<file path="config.mk">
export PLATFORM = sky130hd
export DESIGN_NAME = bank_mapper_with_irq_counter_core
export DESIGN_NICKNAME = d
export VERILOG_FILES = /design/src/design/bmic_pkg.sv /design/src/design/bank_mapper_with_irq_counter_core.sv /design/src/design/bmic_regs.sv /design/src/design/bmic_map.sv
export SDC_FILE = /design/constraint.sdc
export NUM_CORES = 1
export LEC_CHECK = 0
export ABC_AREA = 1
export BUFFER_PORTS_ARGS = -buffer_cell sky130_fd_sc_hd__buf_2
export CAP_MARGIN = 20
export CORE_AREA = 2 2 122 124
export DETAILED_ROUTE_END_ITERATION = 10
export DIE_AREA = 0 0 124 126
export PLACE_DENSITY = 0.92
export RECOVER_POWER = 100
export SKIP_CTS_REPAIR_TIMING = 1
export SLEW_MARGIN = 25
export SYNTH_ARGS = -nofsm -noshare
export SYNTH_HDL_FRONTEND = slang
export SYNTH_SLANG_ARGS = --single-unit
</file>
<file path="constraint.sdc">
create_clock -name i_clk -period 3.85 [get_ports i_clk]
set_input_delay 0.5775 -clock i_clk [delete_from_list [all_inputs] [get_ports i_clk]]
set_output_delay 0.5775 -clock i_clk [all_outputs]
set_load 0.05 [all_outputs]
</file>
<file path="src/design/bmic_pkg.sv">
package bmic_pkg;

    // Access kinds carried by an input beat
    localparam logic [2:0] KIND_CPU_RD = 3'd0;
    localparam logic [2:0] KIND_CPU_WR = 3'd1;
    localparam logic [2:0] KIND_PPU_RD = 3'd2;
    localparam logic [2:0] KIND_PPU_WR = 3'd3;
    localparam logic [2:0] KIND_TICK   = 3'd4;

    // Memory targets reported in a result beat
    localparam logic [2:0] TGT_NONE = 3'd0;
    localparam logic [2:0] TGT_WRAM = 3'd1;
    localparam logic [2:0] TGT_PRG  = 3'd2;
    localparam logic [2:0] TGT_NT   = 3'd3;
    localparam logic [2:0] TGT_CHR  = 3'd4;

    // Mapper register groups, selected by address bits 15:12
    localparam logic [3:0] GRP_PRG_LO = 4'h8;
    localparam logic [3:0] GRP_PRG_HI = 4'h9;
    localparam logic [3:0] GRP_CHR_A  = 4'hA;
    localparam logic [3:0] GRP_CHR_B  = 4'hB;
    localparam logic [3:0] GRP_CHR_C  = 4'hC;
    localparam logic [3:0] GRP_CHR_D  = 4'hD;
    localparam logic [3:0] GRP_RELOAD = 4'hE;
    localparam logic [3:0] GRP_CTRL   = 4'hF;

    // Control group sub-registers, selected by address bits 1:0
    localparam logic [1:0] CTRL_ACK    = 2'd0;
    localparam logic [1:0] CTRL_MODE   = 2'd1;
    localparam logic [1:0] CTRL_MIRROR = 2'd2;
    localparam logic [1:0] CTRL_ADPCM  = 2'd3;

    // Mirroring codes
    localparam logic [1:0] MIR_HORZ = 2'd0;
    localparam logic [1:0] MIR_VERT = 2'd1;
    localparam logic [1:0] MIR_ONE0 = 2'd2;
    localparam logic [1:0] MIR_ONE1 = 2'd3;

    // Timer reload widths by counter mode; higher modes wrap instead
    localparam logic [2:0] TMR_RELOAD16 = 3'd0;
    localparam logic [2:0] TMR_RELOAD12 = 3'd1;
    localparam logic [2:0] TMR_RELOAD8  = 3'd2;
    localparam logic [2:0] TMR_RELOAD4  = 3'd3;

    // Configuration register indexes
    localparam logic CFG_PRG_COUNT   = 1'b0;
    localparam logic CFG_RAM_PRESENT = 1'b1;

    localparam logic [5:0] PRG_COUNT_RST = 6'd8;
    localparam logic       RAM_PRESENT_RST = 1'b1;

    localparam int PRG_BANKS = 3;
    localparam int CHR_BANKS = 8;

    typedef struct packed {
        logic [2:0]  kind;
        logic [15:0] address;
        logic [7:0]  data;
    } t_in_item;

    typedef struct packed {
        logic [2:0]  target;
        logic [18:0] mapped_address;
        logic        irq_out;
    } t_out_item;

    // Bank and mirroring state seen by the address mapper
    typedef struct packed {
        logic [PRG_BANKS-1:0][5:0] prg_banks;
        logic [CHR_BANKS-1:0][7:0] chr_banks;
        logic [1:0]                mirror_mode;
    } t_map_state;

endpackage

</file>
<file path="src/design/bank_mapper_with_irq_counter_core.sv">
// Cartridge bank mapper with a down-counting interrupt timer. Each input beat
// is a CPU or PPU access or a timer tick; each gives exactly one result beat
// with the target memory, the address inside it and the interrupt level after
// the access. One beat is taken every cycle while the output side is ready: an
// input register and a result register hold the beats, and the bank decode and
// timer update sit between them, so a beat passes through the input register
// and then the result register. A stalled result holds the next beat in the
// input register and stops further beats from entering. Bank and timer state
// clear at reset to their power-on values; no clearing pass is needed.
module bank_mapper_with_irq_counter_core (
    input  logic                i_clk,
    input  logic                i_rst_n,
    input  logic                i_in_valid,
    output logic                o_in_ready,
    input  bmic_pkg::t_in_item  i_in_item,
    output logic                o_out_valid,
    input  logic                i_out_ready,
    output bmic_pkg::t_out_item o_out_item,
    input  logic                psel,
    input  logic                penable,
    input  logic                pwrite,
    input  logic [2:0]          paddr,
    input  logic [31:0]         pwdata,
    output logic [31:0]         prdata,
    output logic                pready
);
    import bmic_pkg::*;

    logic        r_s1_valid;
    t_in_item    r_s1_item;
    logic        r_out_valid;
    t_out_item   r_out_item;
    logic [5:0]  r_prg_count;
    logic        r_ram_present;

    t_map_state  map_state;
    logic        irq_next;
    logic [2:0]  map_target;
    logic [18:0] map_addr;
    logic        step;
    logic        cfg_wr;

    // Advance the input beat when the result register is free
    assign step        = r_s1_valid && (!r_out_valid || i_out_ready);
    assign o_in_ready  = !r_s1_valid || step;
    assign o_out_valid = r_out_valid;
    assign o_out_item  = r_out_item;

    bmic_regs u_regs (
        .i_clk       (i_clk),
        .i_rst_n     (i_rst_n),
        .i_step      (step),
        .i_item      (r_s1_item),
        .o_state     (map_state),
        .o_irq_level (irq_next)
    );

    bmic_map u_map (
        .i_item           (r_s1_item),
        .i_state          (map_state),
        .i_prg_count      (r_prg_count),
        .i_ram_present    (r_ram_present),
        .o_target         (map_target),
        .o_mapped_address (map_addr)
    );

    // Hold the input beat
    always_ff @(posedge i_clk) begin
        if (!i_rst_n) begin
            r_s1_valid <= 1'b0;
        end else if (o_in_ready) begin
            r_s1_valid <= i_in_valid;
        end
        if (o_in_ready && i_in_valid) begin
            r_s1_item <= i_in_item;
        end
    end

    // Hold the result beat until taken
    always_ff @(posedge i_clk) begin
        if (!i_rst_n) begin
            r_out_valid <= 1'b0;
        end else if (step) begin
            r_out_valid <= 1'b1;
        end else if (i_out_ready) begin
            r_out_valid <= 1'b0;
        end
        if (step) begin
            r_out_item.target         <= map_target;
            r_out_item.mapped_address <= map_addr;
            r_out_item.irq_out        <= irq_next;
        end
    end

    // Configuration registers
    assign pready = 1'b1;
    assign cfg_wr = psel && penable && pwrite;

    always_ff @(posedge i_clk) begin
        if (!i_rst_n) begin
            r_prg_count   <= PRG_COUNT_RST;
            r_ram_present <= RAM_PRESENT_RST;
        end else if (cfg_wr) begin
            if (paddr[2] == CFG_PRG_COUNT) begin
                r_prg_count <= pwdata[5:0];
            end else begin
                r_ram_present <= pwdata[0];
            end
        end
    end

    always_comb begin
        if (paddr[2] == CFG_PRG_COUNT) begin
            prdata = {26'd0, r_prg_count};
        end else begin
            prdata = {31'd0, r_ram_present};
        end
    end

    // No address leaks out with an open-bus result
    a_none_zero_addr: assert property (@(posedge i_clk) disable iff (!i_rst_n)
        r_out_valid && r_out_item.target == TGT_NONE |-> r_out_item.mapped_address == 19'd0)
        else $error("open-bus result carries an address");

    // An acknowledge or mode write drops the interrupt
    a_irq_ack: assert property (@(posedge i_clk) disable iff (!i_rst_n)
        step && r_s1_item.kind == KIND_CPU_WR && r_s1_item.address[15:12] == GRP_CTRL
        && (r_s1_item.address[1:0] == CTRL_ACK || r_s1_item.address[1:0] == CTRL_MODE)
        |=> r_out_item.irq_out == 1'b0)
        else $error("interrupt not cleared by acknowledge");

    // No work RAM result when the RAM is absent
    a_no_wram: assert property (@(posedge i_clk) disable iff (!i_rst_n)
        step && !r_ram_present |=> r_out_item.target != TGT_WRAM)
        else $error("work RAM targeted while absent");

endmodule

</file>
<file path="src/design/bmic_regs.sv">
module bmic_regs (
    input  logic                i_clk,
    input  logic                i_rst_n,
    input  logic                i_step,
    input  bmic_pkg::t_in_item  i_item,
    output bmic_pkg::t_map_state o_state,
    output logic                o_irq_level
);
    import bmic_pkg::*;

    logic [PRG_BANKS-1:0][5:0] r_prg_banks, n_prg_banks;
    logic [CHR_BANKS-1:0][7:0] r_chr_banks, n_chr_banks;
    logic        r_irq_level, n_irq_level;
    logic [15:0] r_irq_count, n_irq_count;
    logic [15:0] r_irq_reload, n_irq_reload;
    logic        r_irq_enabled, n_irq_enabled;
    logic [2:0]  r_irq_mode, n_irq_mode;
    logic [1:0]  r_mirror, n_mirror;

    logic [3:0] grp;
    logic [1:0] sub;
    logic [3:0] nib;
    logic [1:0] prg_idx;
    logic [3:0] chr_off;
    logic [2:0] chr_idx;
    logic       reg_wr;

    assign grp     = i_item.address[15:12];
    assign sub     = i_item.address[1:0];
    assign nib     = i_item.data[3:0];
    assign reg_wr  = (i_item.kind == KIND_CPU_WR) && i_item.address[15];
    assign prg_idx = (grp == GRP_PRG_LO) ? {1'b0, sub[1]} : 2'd2;
    assign chr_off = grp - GRP_CHR_A;
    assign chr_idx = {chr_off[1:0], sub[1]};

    // Decode register writes and advance the timer
    always_comb begin
        n_prg_banks   = r_prg_banks;
        n_chr_banks   = r_chr_banks;
        n_irq_level   = r_irq_level;
        n_irq_count   = r_irq_count;
        n_irq_reload  = r_irq_reload;
        n_irq_enabled = r_irq_enabled;
        n_irq_mode    = r_irq_mode;
        n_mirror      = r_mirror;
        if (reg_wr) begin
            unique case (grp)
                GRP_PRG_LO, GRP_PRG_HI: begin
                    if (grp == GRP_PRG_LO || !sub[1]) begin
                        if (sub[0]) begin
                            n_prg_banks[prg_idx][5:4] = i_item.data[1:0];
                        end else begin
                            n_prg_banks[prg_idx][3:0] = nib;
                        end
                    end
                end
                GRP_CHR_A, GRP_CHR_B, GRP_CHR_C, GRP_CHR_D: begin
                    if (sub[0]) begin
                        n_chr_banks[chr_idx][7:4] = nib;
                    end else begin
                        n_chr_banks[chr_idx][3:0] = nib;
                    end
                end
                GRP_RELOAD: begin
                    n_irq_reload[{sub, 2'b00} +: 4] = nib;
                end
                GRP_CTRL: begin
                    unique case (sub)
                        CTRL_ACK: begin
                            n_irq_count = r_irq_reload;
                            n_irq_level = 1'b0;
                        end
                        CTRL_MODE: begin
                            n_irq_enabled = i_item.data[0];
                            n_irq_mode    = i_item.data[3:1];
                            n_irq_level   = 1'b0;
                        end
                        CTRL_MIRROR: n_mirror = i_item.data[1:0];
                        default: ;
                    endcase
                end
                default: ;
            endcase
        end else if (i_item.kind == KIND_TICK && r_irq_enabled) begin
            if (r_irq_count != 16'd0) begin
                n_irq_count = r_irq_count - 16'd1;
            end else begin
                n_irq_level = 1'b1;
                case (r_irq_mode)
                    TMR_RELOAD16: n_irq_count = r_irq_reload;
                    TMR_RELOAD12: n_irq_count = {4'd0, r_irq_reload[11:0]};
                    TMR_RELOAD8:  n_irq_count = {8'd0, r_irq_reload[7:0]};
                    TMR_RELOAD4:  n_irq_count = {12'd0, r_irq_reload[3:0]};
                    default:      n_irq_count = 16'hFFFF;
                endcase
            end
        end
    end

    // Commit state on each stepped beat
    always_ff @(posedge i_clk) begin
        if (!i_rst_n) begin
            for (int i = 0; i < PRG_BANKS; i++) r_prg_banks[i] <= 6'(i);
            for (int i = 0; i < CHR_BANKS; i++) r_chr_banks[i] <= 8'(i);
            r_irq_level   <= 1'b0;
            r_irq_count   <= 16'd0;
            r_irq_reload  <= 16'd0;
            r_irq_enabled <= 1'b0;
            r_irq_mode    <= 3'd0;
            r_mirror      <= MIR_HORZ;
        end else if (i_step) begin
            r_prg_banks   <= n_prg_banks;
            r_chr_banks   <= n_chr_banks;
            r_irq_level   <= n_irq_level;
            r_irq_count   <= n_irq_count;
            r_irq_reload  <= n_irq_reload;
            r_irq_enabled <= n_irq_enabled;
            r_irq_mode    <= n_irq_mode;
            r_mirror      <= n_mirror;
        end
    end

    assign o_state.prg_banks   = r_prg_banks;
    assign o_state.chr_banks   = r_chr_banks;
    assign o_state.mirror_mode = r_mirror;
    assign o_irq_level         = n_irq_level;

endmodule

</file>
<file path="src/design/bmic_map.sv">
module bmic_map (
    input  bmic_pkg::t_in_item   i_item,
    input  bmic_pkg::t_map_state i_state,
    input  logic [5:0]           i_prg_count,
    input  logic                 i_ram_present,
    output logic [2:0]           o_target,
    output logic [18:0]          o_mapped_address
);
    import bmic_pkg::*;

    logic [15:0] a;
    logic [5:0]  prg_bank;
    logic        nt_page;

    assign a = i_item.address;

    // Pick the program bank for the 8KB window
    always_comb begin
        case (a[14:13])
            2'd0:    prg_bank = i_state.prg_banks[0];
            2'd1:    prg_bank = i_state.prg_banks[1];
            2'd2:    prg_bank = i_state.prg_banks[2];
            default: prg_bank = i_prg_count - 6'd1;
        endcase
    end

    // Pick the name-table page from the mirroring mode
    always_comb begin
        case (i_state.mirror_mode)
            MIR_HORZ: nt_page = a[11];
            MIR_VERT: nt_page = a[10];
            MIR_ONE0: nt_page = 1'b0;
            default:  nt_page = 1'b1;
        endcase
    end

    // Route the access to its target memory
    always_comb begin
        o_target         = TGT_NONE;
        o_mapped_address = 19'd0;
        case (i_item.kind) inside
            KIND_CPU_RD, KIND_CPU_WR: begin
                if (a[15:13] == 3'b011) begin
                    if (i_ram_present) begin
                        o_target         = TGT_WRAM;
                        o_mapped_address = {6'd0, a[12:0]};
                    end
                end else if (a[15] && i_item.kind == KIND_CPU_RD) begin
                    o_target         = TGT_PRG;
                    o_mapped_address = {prg_bank, a[12:0]};
                end
            end
            KIND_PPU_RD, KIND_PPU_WR: begin
                if (a[13]) begin
                    o_target         = TGT_NT;
                    o_mapped_address = {8'd0, nt_page, a[9:0]};
                end else if (i_item.kind == KIND_PPU_RD) begin
                    o_target         = TGT_CHR;
                    o_mapped_address = {1'b0, i_state.chr_banks[a[12:10]], a[9:0]};
                end
            end
            default: ;
        endcase
    end

endmodule
</file>
==> flow_summary.json, run 1 <==
{
  "num_antenna_cells": 0,
  "clkLatencyLatePin_ns": 0.44,
  "outcome": "finished, violations left",
  "antenna_found_initial": 0,
  "path_clk_slew_ns": 0.07,
  "vias": 8435,
  "place_area_mm2": 0.00900,
  "synth_top_cell_by_area": "dfxtp_1",
  "vias_per_cell": 5.94,
  "hp-class": "input port to flop",
  "max_stage_delay_ns": 0.69,
  "dpl.hpwl_mm": 14.8,
  "startpoint_type": "flop",
  "gp_congestion": 0.884,
  "dpl.cell_count": 1389,
  "drtIter0Drc": 1106,
  "period_needed_ns": 3.23,
  "worst_pin_slew_ns": 1.78,
  "syn_avg_cell_area_um2": 7.35,
  "ys_top_cells_by_area": "dfxtp_1 30%, edfxtp_1 16%, nand2_1 9.0%",
  "cp_slowest_cell": "edfxtp_1",
  "utilization": 0.661,
  "io_pins": 127,
  "post-route-period-util": 0.840,
  "die_h_um": 126,
  "ys.flop_type": "dfxtp_1",
  "dr.pass1.iters": 7,
  "cts_buffer_depth": 2,
  "start_util": 0.611,
  "setup_viol": 0,
  "cts_sinks": 176,
  "yosys_warnings": 0,
  "drc": 0,
  "core-area_mm2": 0.0143,
  "num_rows": 44,
  "async_flop_share": 0,
  "arrival_ns": 3.56,
  "relSlewSlack": -0.190,
  "cp-end-kind": "flop",
  "drive_gt1_frac": 0.0663,
  "cts_max_level": 4,
  "tns_ns": 0,
  "grt_max_degree": 99,
  "design_area_mm2": 0.00947,
  "nets": 1302,
  "synth_seq_area_share": 0.456,
  "grt_overflow_total": 0,
  "critPathMostFrequentCell": "nand2_1",
  "track_usage": 0.298,
  "violations": "capacitance limit, slew limit",
  "skew_ns": 0.00959,
  "synthToLayoutAreaGrowth_pct": 8.27,
  "cts_tree": "built",
  "maxCapViolations": 1,
  "finalMaxSlewViolations": 99,
  "whs_ns": 0.313,
  "crit_fanout": 27,
  "portBuffers": 67,
  "crit_type": "flop to flop",
  "netlist_area_mm2": 0.00874,
  "synth.distinct_cells": 42,
  "worst_slack_ns": 0.617,
  "finalPower_mw": 3.99,
  "finalNonFillerCells": 1421,
  "peakVddDrop_mv": 0.436,
  "synthCells": 1190,
  "clk_root_buffer_cell": "clkbuf_16",
  "finalHoldViolCount": 0,
  "fill_cells": 1113,
  "dieArea_mm2": 0.0156,
  "grt_pass1_vias": 7882,
  "fmax_mhz": 309,
  "wl_per_cell_um": 16.2,
  "grt_first_pass_wirelength_mm": 36.8,
  "crit_chain": "inv_1 -> ha_1 -> nand3_1 -> nand2_1 -> nand2_1 -> a21oi_1 -> nand2_1 -> a21oi_1",
  "rsz0062_at_grt": "false",
  "drt-total-wl_mm": 23.0,
  "synth_edf_count": 46,
  "synth.top_cell.area_share": 0.298,
  "dp_slack_ns": 1.25,
  "cts_buffers": 17,
  "p_leak_nw": 3.95,
  "cp.required_ns": 4.18,
  "ant_nets": 0,
  "die_width_um": 124,
  "ys_ff_latch": 176,
  "powerDensity_mw_per_mm2": 421
}
==> power by group <==
part / total [mW] / internal, mW / switching [mW]
registers: 1.97 / 1.93 / 0.0345
clock network: 1.65 / 0.904 / 0.747
logic: 0.368 / 0.0728 / 0.295
total: 3.99 / 2.91 / 1.08
==> final timing paths <==
check	start	endpoint	slack, ns	cells after the start
worst min-delay path	i_in_item[12]	r_s1_item[12]	0.31	1
worst max-delay path	r_s1_item[8]	u_regs.r_irq_count[12]	0.62	8
worst min register to register	u_regs.r_irq_reload[2]	u_regs.r_irq_reload[2]	0.47	2
worst max register to register	r_s1_item[8]	u_regs.r_irq_count[12]	0.62	8
==> state kept, by name, indices dropped and copies added (netlist names) <==
signal	count
o_out_item	23
o_out_valid	1
r_prg_count	6
r_ram_present	1
r_s1_item	23
r_s1_valid	1
u_regs.o_state	82
u_regs.r_irq_count	16
u_regs.r_irq_enabled	1
u_regs.r_irq_level	1
u_regs.r_irq_mode	3
u_regs.r_irq_reload	16
u_regs.r_mirror	2
==> synth_stat cells, types with 3 or more instances <==
cell      count
edfxtp_1     46
nand2_1     209
inv_2         5
nor2_4        3
nand3_1     100
buf_4        31
o22ai_1      11
clkinv_1      3
nor3b_1       8
dfxtp_1     130
o221ai_1      4
a31oi_1       8
clkbuf_1     37
ha_1          9
buf_1         5
nor2_1      207
nand2_2       3
a21oi_1     104
o211ai_1     13
a211oi_1      7
nor3_1       10
o21ai_0     116
buf_2        10
inv_1        85
==> layer usage <==
layer	wire length, µm	track usage
met5	0	0
met2	11100	0.496
met3	2200	0.0670
met4	872	0.149
met1	8760	0.360
==> worst max-delay path: cells and delay by family (launching register included) <==
| kind | cells | cell delay (ns) |
|---|---|---|
| buffers and inverters | 1 | 0.58 |
| adder cells (fa/ha/maj) | 1 | 0.39 |
| flip-flops | 1 | 0.69 |
| AND/OR/NAND/NOR | 4 | 0.92 |
| AO/OA/AOI/OAI | 2 | 0.52 |
==> layout make-up <==
cell class	count	area [µm²]	share of cell area
sequential	176	3980	0.421
clock inverter	10	75.1	0.00793
clock buffer	22	485	0.0513
tap	184	230	0.0243
inverter	93	349	0.0369
timing repair buffer	75	352	0.0371
multi-input combinational	861	3990	0.422
==> cell families (layout without fill, tap and decap cells) <==
| kind of cell | Yosys count | in the layout | share of synthesized area |
|---|---|---|---|
| compound gates | 271 | 271 | 0.168 |
| xor+xnor | 4 | 4 | 0.00401 |
| fa+ha+maj | 9 | 9 | 0.0129 |
| buf+inv | 178 | 200 | 0.0929 |
| flops | 176 | 176 | 0.456 |
| other cells | 2 | 27 | 0.000859 |
| simple gates | 550 | 550 | 0.266 |
==> cell usage in the layout (no fill, tap or decap), types with 3 or more instances in the layout <==
master / Yosys / layout
a211oi_1: 7 / 7
a21oi_1: 104 / 104
a31oi_1: 8 / 8
buf_2: 10 / 34
buf_4: 31 / 7
clkbuf_1: 37 / 35
clkbuf_16: 0 / 18
clkinv_1: 3 / 4
clkinvlp_4: 0 / 4
conb_1: 2 / 27
dfxtp_1: 130 / 130
edfxtp_1: 46 / 46
ha_1: 9 / 9
inv_1: 85 / 86
inv_2: 5 / 3
inv_6: 0 / 4
nand2_1: 209 / 212
nand3_1: 100 / 101
nand4_1: 2 / 3
nor2_1: 207 / 207
nor2_4: 3 / 3
nor3_1: 10 / 12
nor3b_1: 8 / 8
o211ai_1: 13 / 13
o21ai_0: 116 / 117
o221ai_1: 4 / 4
o22ai_1: 11 / 11
(Power assumes the default switching activity.)
==> run 2, diff against run 1 <==
Settings changed: ABC_AREA 1 to 0, CORE_AREA 2 2 122 124 to 2 2 125 127, DIE_AREA 0 0 124 126 to 0 0 127 129, PLACE_DENSITY 0.92 to 0.86.
Clock period 3.85 ns to 3.04 ns, I/O delays scaled along.
==> run 2 against run 1 <==
  * The flow still finishes with violations (capacitance limit, slew limit)
  * Worst setup slack got worse by 0.39 ns
  * Highest routed layer unchanged
  * Sequential power rose by 26%
  * Largest power group unchanged
  * Clock skew fell by 0.00065 ns
  * Critical endpoint is now u_regs.r_irq_reload[7]
  * Clock power rose by 35%
==> flow_summary.json, run 2 <==
{
  "outcome": "finished, violations left",
  "violations": "capacitance limit, slew limit",
  "synth_edf_count": 46,
  "core-area_mm2": 0.0150,
  "dr.pass1.iters": 7,
  "async_flop_share": 0,
  "antenna_found_initial": 0,
  "rsz0062_at_grt": "false",
  "finalHoldViolCount": 0,
  "arrival_ns": 3.17,
  "startpoint_type": "flop",
  "worst_slack_ns": 0.227,
  "dpl.cell_count": 1065,
  "fill_cells": 1173,
  "relSlewSlack": -0.0942,
  "use_met3": 0.0511,
  "drtIter0Drc": 626,
  "die_width_um": 127,
  "vias_per_cell": 6.00,
  "finalMaxSlewViolations": 24,
  "cp_slowest_cell": "nor4_1",
  "ant_nets": 0,
  "drt-total-wl_mm": 20.0,
  "largest_reg_flops": 82,
  "yosys_warnings": 0,
  "post-route-period-util": 0.925,
  "drive_gt1_frac": 0.123,
  "whs_ns": 0.194,
  "wl_per_cell_um": 18.2,
  "dieArea_mm2": 0.0164,
  "period_needed_ns": 2.81,
  "place_area_mm2": 0.00892,
  "peakVddDrop_mv": 0.445,
  "r2r-start": "r_s1_item[25]",
  "grt_first_pass_wirelength_mm": 32.1,
  "worst-r2r-setup-slack_ns": 0.23,
  "vias": 6597,
  "reg2reg_depth": 5,
  "finalNonFillerCells": 1099,
  "crit_type": "flop to flop",
  "nets": 976,
  "die_h_um": 129,
  "utilization": 0.629,
  "ys_top_cells_by_area": "dfxtp_1 31%, edfxtp_1 16%, mux2i_1 12%",
  "final_cell_mix": "130 x dfxtp_1, 104 x mux2i_1, 102 x nor2_1",
  "ys.flop_type": "dfxtp_1",
  "netlist_area_mm2": 0.00848,
  "cp-end-kind": "flop",
  "num_antenna_cells": 0,
  "powerDensity_mw_per_mm2": 540,
  "synthToLayoutAreaGrowth_pct": 11.1,
  "cts_sinks": 176,
  "cts_buffer_depth": 2,
  "finalPower_mw": 5.09,
  "p_leak_nw": 3.56,
  "num_rows": 45,
  "max_stage_delay_ns": 1.09,
  "grt_use_met2": 0.422,
  "grt_overflow_total": 0,
  "grtUsageMet1": 0.303,
  "clkLatencyLatePin_ns": 0.43,
  "worst_pin_slew_ns": 1.64,
  "design_area_mm2": 0.00942,
  "syn_avg_cell_area_um2": 10.1,
  "yosys-top-cells-count": "130 x dfxtp_1, 104 x mux2i_1, 102 x nor2_1, 58 x nand2_1, 46 x edfxtp_1",
  "crit_chain": "or3b_1 -> nor4_1 -> and2_1 -> nand3_1 -> a21oi_1",
  "portBuffers": 67,
  "path_clk_slew_ns": 0.07,
  "synth.distinct_cells": 72,
  "maxCapViolations": 1,
  "fmax_mhz": 355,
  "hp-class": "input port to flop",
  "grt_pass1_vias": 6399,
  "skew_ns": 0.00894,
  "crit_fanout": 8,
  "ys_ff_latch": 176,
  "dp_slack_ns": 0.472,
  "synth_seq_area_share": 0.470,
  "rr_endpoint": "u_regs.r_irq_reload[7]",
  "grt.busiest_layer": "met2",
  "grt_max_degree": 77,
  "drc": 0,
  "synth_top_cell_by_area": "dfxtp_1",
  "gp_congestion": 0.851,
  "io_pins": 127,
  "hold_depth": 1,
  "setup_viol": 0,
  "cts_max_level": 4,
  "yosysMostFrequentCell": "dfxtp_1",
  "cts_tree": "built",
  "dpl.hpwl_mm": 13.2,
  "synthCells": 840,
  "synth.top_cell.area_share": 0.307,
  "min_to": "r_s1_item[21]",
  "layout_commonest_cell": "dfxtp_1",
  "tns_ns": 0,
  "clk_root_buffer_cell": "clkbuf_16",
  "start_util": 0.566,
  "cp.required_ns": 3.40,
  "hp-start": "i_in_item[21]",
  "track_usage": 0.248,
  "cts_buffers": 17
}
## run 2: cell type report
class / count / area [µm²] / share of cell area
repair buffers: 95 / 474 / 0.0503
clock buffers: 19 / 443 / 0.0470
flip-flops and latches: 176 / 3980 / 0.423
multi-input cells: 584 / 4040 / 0.428
inverters: 24 / 90.1 / 0.00956
clock inverters: 13 / 159 / 0.0169
well taps: 188 / 235 / 0.0250
## run 2: power by group
group	internal [mW]	switching, mW
registers	2.44	0.0468
clock network	1.32	0.918
logic	0.0899	0.277
## run 2: worst max-delay path, delay by kind of cell, from the launching register on
kind,cells,cell delay (ns)
AO/OA/AOI/OAI,1,0.21
flip-flops,1,0.49
AND/OR/NAND/NOR,4,2.03
## run 2: metal layers
| metal | part of all wire | up-vias | wire [µm] |
|---|---|---|---|
| met3 | 0.063 | 54 | 1270 |
| met1 | 0.40 | 3160 | 8000 |
| met5 | 0 | - | 0 |
| li1 | - | 3084 | - |
| met4 | 0.033 | 0 | 659 |
| met2 | 0.50 | 299 | 10000 |
## run 2: how the worst max path moves through the flow
stage | startpoint | to | slack [ns] | cells past startpoint
CTS | r_s1_item[8] | u_regs.r_irq_count[5] | 0.44 | 7
detailed placement | r_s1_item[8] | u_regs.r_irq_count[5] | 0.47 | 7
floorplan | o_out_valid | u_regs.r_irq_count[5] | 0.48 | 6
finish | r_s1_item[25] | u_regs.r_irq_reload[7] | 0.23 | 5
global placement | r_s1_item[8] | u_regs.r_irq_count[5] | 0.52 | 7
global route | r_s1_item[25] | u_regs.r_irq_reload[7] | 0.09 | 5
## run 2: cells by family (layout without fill, tap and decap cells)
family / count (synthesis) / after routing / synth area share
AND/OR/NAND/NOR: 298 / 298 / 0.176
flip-flops: 176 / 176 / 0.470
multiplexers: 125 / 125 / 0.177
AO/OA/AOI/OAI: 121 / 121 / 0.0966
buffers and inverters: 105 / 151 / 0.0618
adder cells (fa/ha/maj): 9 / 9 / 0.0133
XOR/XNOR: 4 / 4 / 0.00413
other: 2 / 27 / 0.000886
